`src/sv/nrmc_pkg.sv`:
```
package nrmc_pkg;

    // Characters of the sentence header and the field separator.
    localparam logic [7:0] CH_DOLLAR = 8'h24;
    localparam logic [7:0] CH_G      = 8'h47;
    localparam logic [7:0] CH_P      = 8'h50;
    localparam logic [7:0] CH_R      = 8'h52;
    localparam logic [7:0] CH_M      = 8'h4D;
    localparam logic [7:0] CH_C      = 8'h43;
    localparam logic [7:0] CH_COMMA  = 8'h2C;

    // Time field bookkeeping.
    localparam int          COUNT_W     = 5;
    localparam logic [4:0]  COUNT_MAX   = 5'd16;
    localparam logic [4:0]  COUNT_KEEP  = 5'd4;
    localparam logic [4:0]  COUNT_VALID = 5'd7;
    localparam int          NIBBLES     = 4;

    // Hour conversion constants.
    localparam logic [7:0]  HALF_DAY    = 8'd12;
    localparam logic [7:0]  DIGIT_BASE  = 8'd10;
    localparam logic [7:0]  DIGIT_MAX   = 8'd9;

    // Reset value and width of the zone offset register.
    localparam int          ZONE_W      = 4;
    localparam logic [3:0]  ZONE_RESET  = 4'd4;

    // Depth of the queue between the parser and the display stage.
    localparam int          QUEUE_DEPTH = 2;
    localparam int          QPTR_W      = (QUEUE_DEPTH > 1) ? $clog2(QUEUE_DEPTH) : 1;
    localparam int          QCNT_W      = $clog2(QUEUE_DEPTH + 1);

    // Parser phases.
    typedef enum logic [3:0] {
        PH_IDLE  = 4'd0,
        PH_G     = 4'd1,
        PH_P     = 4'd2,
        PH_R     = 4'd3,
        PH_M     = 4'd4,
        PH_C     = 4'd5,
        PH_COMMA = 4'd6,
        PH_TIME  = 4'd7,
        PH_AFTER = 4'd8
    } phase_t;

    // One set of display digits.
    typedef struct packed {
        logic       hour_tens;
        logic [3:0] hour_ones;
        logic [3:0] minute_tens;
        logic [3:0] minute_ones;
    } digits_t;

    // Digits shown after reset.
    localparam digits_t SHOWN_RESET = '{
        hour_tens:   1'b1,
        hour_ones:   4'd1,
        minute_tens: 4'd2,
        minute_ones: 4'd3
    };

endpackage

```
`src/sv/nrmc_front.sv`:
```
module nrmc_front (
    input  logic             aclk,
    input  logic             aresetn,
    input  logic             s_valid,
    output logic             s_ready,
    input  logic [7:0]       s_rx_byte,
    input  logic             cfg_wr_en,
    input  logic [3:0]       cfg_wr_data,
    input  logic             q_full,
    output logic             q_push,
    output nrmc_pkg::digits_t q_data
);
    import nrmc_pkg::*;

    phase_t               phase_reg, phase_next;
    logic [COUNT_W-1:0]   count_reg, count_next;
    logic [3:0]           cap_reg [NIBBLES];
    digits_t              pend_reg, pend_next;
    logic [ZONE_W-1:0]    zone_reg;
    logic                 accept;
    logic                 is_comma;
    logic                 cap_we;
    logic [7:0]           hdr_char;
    logic [7:0]           hour_raw, hour_a, hour_b;
    logic [8:0]           hour_d;
    logic                 hour_big;

    assign s_ready  = !q_full;
    assign accept   = s_valid && s_ready;
    assign is_comma = (s_rx_byte == CH_COMMA);

    // Expected header character for each matching phase.
    always_comb begin
        unique case (phase_reg)
            PH_G:    hdr_char = CH_G;
            PH_P:    hdr_char = CH_P;
            PH_R:    hdr_char = CH_R;
            PH_M:    hdr_char = CH_M;
            PH_C:    hdr_char = CH_C;
            default: hdr_char = CH_DOLLAR;
        endcase
    end

    // Hour conversion from the first two captured nibbles.
    always_comb begin
        hour_raw = 8'(cap_reg[0]) * DIGIT_BASE + 8'(cap_reg[1]);
        hour_a   = (hour_raw > HALF_DAY) ? hour_raw - HALF_DAY : hour_raw;
        hour_b   = (hour_a <= 8'(zone_reg)) ? hour_a + HALF_DAY : hour_a;
        hour_d   = {1'b0, hour_b} - 9'(zone_reg);
        hour_big = hour_d[8] || (hour_d[7:0] > DIGIT_MAX);
    end

    // Next phase, field count and pending digits.
    always_comb begin
        phase_next = phase_reg;
        count_next = count_reg;
        pend_next  = pend_reg;
        cap_we     = 1'b0;
        if (accept) begin
            unique case (phase_reg)
                PH_IDLE, PH_G, PH_P, PH_R, PH_M, PH_C: begin
                    phase_next = (s_rx_byte == hdr_char) ? phase_t'(phase_reg + 4'd1)
                                                         : PH_IDLE;
                end
                PH_COMMA: begin
                    count_next = '0;
                    phase_next = is_comma ? PH_TIME : PH_IDLE;
                end
                PH_TIME: begin
                    if (is_comma) begin
                        count_next = '0;
                        phase_next = PH_AFTER;
                        if (count_reg > COUNT_VALID) begin
                            pend_next.hour_tens   = hour_big;
                            pend_next.hour_ones   = hour_big ? hour_d[3:0] - 4'd10
                                                             : hour_d[3:0];
                            pend_next.minute_tens = cap_reg[2];
                            pend_next.minute_ones = cap_reg[3];
                        end else begin
                            pend_next = '0;
                        end
                    end else if (count_reg < COUNT_MAX) begin
                        cap_we     = (count_reg < COUNT_KEEP);
                        count_next = count_reg + 5'd1;
                    end
                end
                PH_AFTER: begin
                    phase_next = PH_IDLE;
                end
                default: begin
                    phase_next = (s_rx_byte == CH_DOLLAR) ? PH_G : PH_IDLE;
                end
            endcase
        end
    end

    // Outputs towards the queue.
    always_comb begin
        q_push = accept && (phase_reg == PH_AFTER);
        q_data = pend_reg;
    end

    // State registers.
    always_ff @(posedge aclk) begin
        if (!aresetn) begin
            phase_reg <= PH_IDLE;
            count_reg <= '0;
            pend_reg  <= '0;
            zone_reg  <= ZONE_RESET;
            for (int i = 0; i < NIBBLES; i++) begin
                cap_reg[i] <= '0;
            end
        end else begin
            phase_reg <= phase_next;
            count_reg <= count_next;
            pend_reg  <= pend_next;
            if (cfg_wr_en) begin
                zone_reg <= cfg_wr_data;
            end
            if (cap_we) begin
                cap_reg[count_reg[1:0]] <= s_rx_byte[3:0];
            end
        end
    end

    // The digits go to the queue only on the byte after the closing comma.
    a_push_phase: assert property (@(posedge aclk) disable iff (!aresetn)
        q_push |-> (phase_reg == PH_AFTER) && !q_full)
        else $error("push outside the phase after the comma");

    // The character count never passes its saturation value.
    a_count_sat: assert property (@(posedge aclk) disable iff (!aresetn)
        count_reg <= COUNT_MAX)
        else $error("field count above saturation");

    // A closing comma always leads to the phase after the comma.
    a_comma_step: assert property (@(posedge aclk) disable iff (!aresetn)
        accept && (phase_reg == PH_TIME) && is_comma |=> phase_reg == PH_AFTER)
        else $error("comma did not close the time field");

endmodule

```
`src/sv/nrmc_queue.sv`:
```
module nrmc_queue (
    input  logic              aclk,
    input  logic              aresetn,
    input  logic              push,
    input  nrmc_pkg::digits_t push_data,
    output logic              full,
    output logic              pop_valid,
    input  logic              pop,
    output nrmc_pkg::digits_t pop_data
);
    import nrmc_pkg::*;

    digits_t             slot_reg [QUEUE_DEPTH];
    logic [QPTR_W-1:0]   wr_ptr_reg, wr_ptr_next;
    logic [QPTR_W-1:0]   rd_ptr_reg, rd_ptr_next;
    logic [QCNT_W-1:0]   count_reg, count_next;
    logic                do_push, do_pop;

    assign full      = (count_reg == QCNT_W'(QUEUE_DEPTH));
    assign pop_valid = (count_reg != '0);
    assign pop_data  = slot_reg[rd_ptr_reg];
    assign do_push   = push && !full;
    assign do_pop    = pop && pop_valid;

    // Pointer and occupancy updates.
    always_comb begin
        wr_ptr_next = wr_ptr_reg;
        rd_ptr_next = rd_ptr_reg;
        count_next  = count_reg;
        if (do_push) begin
            wr_ptr_next = (wr_ptr_reg == QPTR_W'(QUEUE_DEPTH - 1)) ? '0 : wr_ptr_reg + 1'b1;
        end
        if (do_pop) begin
            rd_ptr_next = (rd_ptr_reg == QPTR_W'(QUEUE_DEPTH - 1)) ? '0 : rd_ptr_reg + 1'b1;
        end
        if (do_push && !do_pop) begin
            count_next = count_reg + 1'b1;
        end else if (do_pop && !do_push) begin
            count_next = count_reg - 1'b1;
        end
    end

    // Control registers.
    always_ff @(posedge aclk) begin
        if (!aresetn) begin
            wr_ptr_reg <= '0;
            rd_ptr_reg <= '0;
            count_reg  <= '0;
        end else begin
            wr_ptr_reg <= wr_ptr_next;
            rd_ptr_reg <= rd_ptr_next;
            count_reg  <= count_next;
        end
    end

    // Entry storage.
    always_ff @(posedge aclk) begin
        if (do_push) begin
            slot_reg[wr_ptr_reg] <= push_data;
        end
    end

    // Occupancy stays within the depth.
    a_count_range: assert property (@(posedge aclk) disable iff (!aresetn)
        count_reg <= QCNT_W'(QUEUE_DEPTH))
        else $error("queue occupancy out of range");

    // A push into a full queue would lose an item.
    a_no_overflow: assert property (@(posedge aclk) disable iff (!aresetn)
        push |-> !full)
        else $error("push into full queue");

    // Pointers agree with the occupancy when the queue is empty.
    a_empty_ptrs: assert property (@(posedge aclk) disable iff (!aresetn)
        count_reg == '0 |-> wr_ptr_reg == rd_ptr_reg)
        else $error("queue pointers disagree while empty");

endmodule

```
`src/sv/nrmc_back.sv`:
```
module nrmc_back (
    input  logic              aclk,
    input  logic              aresetn,
    input  logic              q_valid,
    input  nrmc_pkg::digits_t q_data,
    output logic              q_pop,
    output logic              m_valid,
    input  logic              m_ready,
    output logic              m_hour_tens,
    output logic [3:0]        m_hour_ones,
    output logic [3:0]        m_minute_tens,
    output logic [3:0]        m_minute_ones
);
    import nrmc_pkg::*;

    digits_t shown_reg, shown_next;
    digits_t out_reg, out_next;
    logic    m_valid_reg, m_valid_next;
    logic    out_free;
    logic    differ;

    assign out_free = !m_valid_reg || m_ready;
    assign q_pop    = q_valid && out_free;
    assign differ   = (q_data != shown_reg);

    // A popped set is shown only when it differs from the digits on display.
    always_comb begin
        shown_next   = shown_reg;
        out_next     = out_reg;
        m_valid_next = m_valid_reg;
        if (m_ready) begin
            m_valid_next = 1'b0;
        end
        if (q_pop && differ) begin
            shown_next   = q_data;
            out_next     = q_data;
            m_valid_next = 1'b1;
        end
    end

    // Control and display state.
    always_ff @(posedge aclk) begin
        if (!aresetn) begin
            shown_reg   <= SHOWN_RESET;
            m_valid_reg <= 1'b0;
        end else begin
            shown_reg   <= shown_next;
            m_valid_reg <= m_valid_next;
        end
    end

    // Output payload.
    always_ff @(posedge aclk) begin
        out_reg <= out_next;
    end

    assign m_valid       = m_valid_reg;
    assign m_hour_tens   = out_reg.hour_tens;
    assign m_hour_ones   = out_reg.hour_ones;
    assign m_minute_tens = out_reg.minute_tens;
    assign m_minute_ones = out_reg.minute_ones;

    // A new display item carries exactly the digits now on display.
    a_out_matches: assert property (@(posedge aclk) disable iff (!aresetn)
        q_pop && differ |=> m_valid_reg && (out_reg == shown_reg))
        else $error("shown digits and output disagree");

    // Nothing is taken from the queue while a result waits.
    a_hold_pop: assert property (@(posedge aclk) disable iff (!aresetn)
        m_valid_reg && !m_ready |-> !q_pop)
        else $error("pop while output stalled");

    // An unchanged set leaves the display untouched.
    a_same_drop: assert property (@(posedge aclk) disable iff (!aresetn)
        q_pop && !differ |=> $stable(shown_reg))
        else $error("display changed on repeated digits");

endmodule

```
`src/sv/nmea_rmc_local_clock_parser_core.sv`:
```
// NMEA RMC local clock parser.
// Input channel s_valid/s_ready/s_rx_byte takes one received character per
// item and accepts a new character in every cycle while the internal queue
// has room. The parser matches the "$GPRMC," header, captures the time field
// up to the next comma and converts the hour to twelve-hour local time using
// the zone offset written through cfg_wr_en/cfg_wr_data (reset value 4).
// On the character that follows the closing comma the digits are queued,
// and a result item appears on m_valid with the four display digits only
// when they differ from those shown last.
// The queue entry written when that character is accepted moves into the
// output register once that register is free or its result is taken.
// Throughput: one character per cycle while the queue has room; the hour
// conversion is combinational constant multiply, add and compare logic
// in the parser.
// Reset (aresetn low, synchronous) returns the parser to idle, empties the
// queue and sets the shown digits to 1, 1, 2, 3.
// When the receiver stalls the result holds in the output register; the
// queue then fills and s_ready falls until the result is taken.
module nmea_rmc_local_clock_parser_core (
    input  logic       aclk,
    input  logic       aresetn,
    input  logic       s_valid,
    output logic       s_ready,
    input  logic [7:0] s_rx_byte,
    input  logic       cfg_wr_en,
    input  logic [3:0] cfg_wr_data,
    output logic       m_valid,
    input  logic       m_ready,
    output logic       m_hour_tens,
    output logic [3:0] m_hour_ones,
    output logic [3:0] m_minute_tens,
    output logic [3:0] m_minute_ones
);
    import nrmc_pkg::*;

    logic    q_full;
    logic    q_push;
    digits_t q_in;
    logic    q_valid;
    logic    q_pop;
    digits_t q_out;

    // Character parser and hour conversion.
    nrmc_front u_front (
        .aclk        (aclk),
        .aresetn     (aresetn),
        .s_valid     (s_valid),
        .s_ready     (s_ready),
        .s_rx_byte   (s_rx_byte),
        .cfg_wr_en   (cfg_wr_en),
        .cfg_wr_data (cfg_wr_data),
        .q_full      (q_full),
        .q_push      (q_push),
        .q_data      (q_in)
    );

    // Queue between parser and display stage.
    nrmc_queue u_queue (
        .aclk      (aclk),
        .aresetn   (aresetn),
        .push      (q_push),
        .push_data (q_in),
        .full      (q_full),
        .pop_valid (q_valid),
        .pop       (q_pop),
        .pop_data  (q_out)
    );

    // Change detection and output register.
    nrmc_back u_back (
        .aclk          (aclk),
        .aresetn       (aresetn),
        .q_valid       (q_valid),
        .q_data        (q_out),
        .q_pop         (q_pop),
        .m_valid       (m_valid),
        .m_ready       (m_ready),
        .m_hour_tens   (m_hour_tens),
        .m_hour_ones   (m_hour_ones),
        .m_minute_tens (m_minute_tens),
        .m_minute_ones (m_minute_ones)
    );

endmodule

```
`config.mk`:
```
export PLATFORM = sky130hd
export DESIGN_NAME = nmea_rmc_local_clock_parser_core
export DESIGN_NICKNAME = d
export VERILOG_FILES = /design/src/sv/nrmc_pkg.sv /design/src/sv/nrmc_front.sv /design/src/sv/nrmc_queue.sv /design/src/sv/nrmc_back.sv /design/src/sv/nmea_rmc_local_clock_parser_core.sv
export SDC_FILE = /design/constraint.sdc
export NUM_CORES = 1
export LEC_CHECK = 0
export ABC_CLOCK_PERIOD_IN_PS = 5700
export BUFFER_PORTS_ARGS = -buffer_cell sky130_fd_sc_hd__buf_2
export CAP_MARGIN = 20
export CORE_UTILIZATION = 35
export DETAILED_ROUTE_END_ITERATION = 12
export PLACE_DENSITY_LB_ADDON = 0.12
export SKIP_CTS_REPAIR_TIMING = 1
export SYNTH_ARGS = -nofsm -noshare
export SYNTH_HDL_FRONTEND = slang
export SYNTH_SLANG_ARGS = --single-unit
```
`constraint.sdc`:
```
create_clock -name aclk -period 5.7 [get_ports aclk]
set_input_delay 1.425 -clock aclk [delete_from_list [all_inputs] [get_ports aclk]]
set_output_delay 1.425 -clock aclk [all_outputs]
set_load 0.03 [all_outputs]
```
==> qor.csv <==
metric,value,unit
status,"complete, no violations",
ys_types,60,
dr_wl_met2,4820,um
synth_warnings,0,
synth_fa_ha_area_share,6.53,%
crit_family,simple AND/OR/NAND/NOR gates,
power_density,352,mW/mm^2
critPathMaxFanout,5,
vias,3522,
worst_ep_required_time,5.99,ns
top_layer,met4,
rsz0062_at_grt,false,
initial_utilization,36.5,%
syn_area_per_cell,10.8,um^2
wl_met3,350,um
vdd_ir_drop_max,0.160,mV
cts_made_buffers,9,
met1_length,4650,um
rows,43,
cp-startpoint,u_front.cap_reg[0][1],
post-route-util,41.7,%
mostFrequentLayoutCells,"edfxtp_1 (55), dfxtp_1 (45), nor2_1 (32), buf_2 (31), nand2_1 (24)",
endpoint,u_front.q_data[11],
leakagePower,2.17,nW
io_buffer_count,31,
cts_tree,yes,
setup_violations,0,
synth_ff_type,edfxtp_1,
crit_cells,23,
nNetsFinal,556,
ys_seq_elements,100,
wl_per_cell,14.2,um
yosysSeqAreaShare,49.7,%
synth_cells,476,
pin_count,32,
tightest_slew,0.797,ns
drive_above_1_share,17.9,%
clockBufferDepth,2,
regToRegSetupSlack,0.24,ns
final_common_cell,edfxtp_1,
grt.overflow.total,0,
coreArea,0.0141,mm^2
drtIter0Drc,167,
critPathSlowestCell,or4b_4,
synth_mux_area_share,4.80,%
hold_class,reg -> reg,
r2r_start,u_front.cap_reg[0][1],
grt_pass1_wl,16700,um
grt_max_degree,53,
synth_edf_count,55,
routabilityCongestion,0.841,
cts_sinks,100,
antenna_found_initial,0,
grt_usage,14.3,%
num_antenna_cells,0,
end_kind,register,
fin_crit,5.46,ns
dieArea,0.0152,mm^2
critPathKind,reg -> reg,
fmax,183,MHz
syn_area,0.00514,mm^2
synth-simple-area-share,17.9,%
largest_reg_flops,26,
routed_wl,9920,um
place_hpwl,7290,um
r2r_cells,23,
fin_worst_skew,0.00908,ns
path_buf_inv,1,
total_power,2.07,mW
drc_errors,0,
synth_compound_area_share,11.8,%
drt-pass1-iter-count,4,
synth_top_family_by_area,simple AND/OR/NAND/NOR gates,
fin_crit_sh,95.8,%
hold_viol_final,0,
die_h,123,um
worstPathArrival,5.75,ns
h-tree-depth,3,
rr_endpoint,u_front.q_data[11],
slew_headroom,46.7,%
crit_top_cell,ha_1,
path_cells,"ha_1, ha_1, inv_1, fa_2, nand3b_4, or4b_4, o311ai_4, a211oi_4, xnor2_2, ha_1, a21o_1, a21oi_1, a41oi_2, nor2_2, xnor2_1, ha_1, o21ai_2, a21boi_1, or2_2, o31a_1, o21ba_2, or4_1, nand3_1",
cap_violations,0,
syn2layout_area_growth,14.4,%
ant_nets,0,
avgViaCountPerCell,5.04,
worst_setup_path_start_kind,register,
cts-root-buf,clkbuf_16,
clkTransAtPathRegs,0.08,ns
cpPeakStageDelay,0.53,ns
finalMaxSlewViolations,0,
synth_xor_area_share,5.97,%
die_width,123,um
clock_latency,0.35,ns
async_reset_ff_share,0,%
grt_pass1_vias,3368,
syn_nets,518,
-- report_power, final --
| part | switching (mW) | total [mW] | internal (mW) | leakage [nW] |
|---|---|---|---|---|
| clock network | 0.287 | 0.594 | 0.307 | 0.137 |
| logic | 0.349 | 0.578 | 0.229 | 1.20 |
| registers | 0.0496 | 0.895 | 0.846 | 0.834 |
| total | 0.685 | 2.07 | 1.38 | 2.17 |
-- worst reg2reg max path: stages (launching register included) --
cell,delay (ns)
edfxtp_1,0.44
ha_1,0.32
ha_1,0.21
inv_1,0.08
fa_2,0.44
nand3b_4,0.17
or4b_4,0.53
o311ai_4,0.12
a211oi_4,0.09
xnor2_2,0.15
ha_1,0.30
a21o_1,0.16
a21oi_1,0.17
a41oi_2,0.08
nor2_2,0.18
xnor2_1,0.10
ha_1,0.35
o21ai_2,0.10
a21boi_1,0.10
or2_2,0.29
o31a_1,0.26
o21ba_2,0.24
or4_1,0.47
nand3_1,0.09
-- worst min-delay path by stage --
stage / startpoint / cells after the start / end
finish: u_front.q_data[4] / 0 / u_queue.slot_reg[1][4]
global route: u_front.q_data[10] / 0 / u_queue.slot_reg[1][10]
CTS: u_front.q_data[4] / 0 / u_queue.slot_reg[1][4]
detailed placement: u_front.q_data[4] / 0 / u_queue.slot_reg[1][4]
global placement: u_front.q_data[10] / 0 / u_queue.slot_reg[0][10]
floorplan: u_front.q_data[10] / 0 / u_queue.slot_reg[0][10]
-- cells by family after synthesis --
logic type	count (synthesis)
DFF	100
xor gates and xnor gates	35
buffers and inverters	42
muxes	23
AOI/OAI and AO/OA	85
adders and majority gates	25
and+or+nand+nor	166
-- final cells by class --
class,instances,area (um^2)
sequential,100,2550
clock buffer,9,225
clock inverter,7,68.8
timing repair buffer,46,268
fill,1370,8220
tap,180,225
inverter,23,86.3
multi-input combinational,334,2450
-- cell usage after synthesis (all sizes together) (3+ instances only) --
cell    number  area [um^2]
a21oi       14         70.1
nand4        6         37.5
ha          22          275
xor2        19          166
a31oi        3         18.8
clkbuf      13         48.8
and2        13         81.3
and3        11         68.8
fa           3         60.1
nand2       24         90.1
buf          6         35.0
nor3         6         30.0
nand2b       6         37.5
a41oi        3         26.3
dfxtp       45          901
nor3b        8         60.1
o21a         4         30.0
a21o         4         30.0
nor2b       21          131
nand3       17         85.1
nor2        33          124
inv         23         86.3
mux2i       10          100
a21boi       5         37.5
xnor2       16          140
edfxtp      55         1650
o21ai       20          104
nor4         5         31.3
a22oi       10         75.1
or3          4         25.0
a211oi       4         42.5
mux2        13          146
-- metrics by stage --
stage | hold WS (ns) | worst slack (ns) | instances | area, um^2 | setup TNS [ns]
after floorplan | 0.425 | 0.287 | 476 | 5140 | 0
after global placement | 0.436 | 0.128 | 675 | 5490 | 0
after detailed placement | 0.452 | -0.0770 | 675 | 5490 | -0.127
after CTS | 0.464 | -0.0956 | 691 | 5790 | -0.167
after global routing | 0.483 | 0.000313 | 699 | 5880 | 0
final | 0.455 | 0.240 | 699 | 5880 | 0
-- routing by layer --
| layer | GRT usage (%) | vias to the layer above |
|---|---|---|
| met4 | 3.46 | 0 |
| li1 | - | 1797 |
| met3 | 3.83 | 8 |
| met2 | 24.3 | 54 |
| met5 | 0 | - |
| met1 | 17.8 | 1663 |
Power figures use the tool's default switching activity.
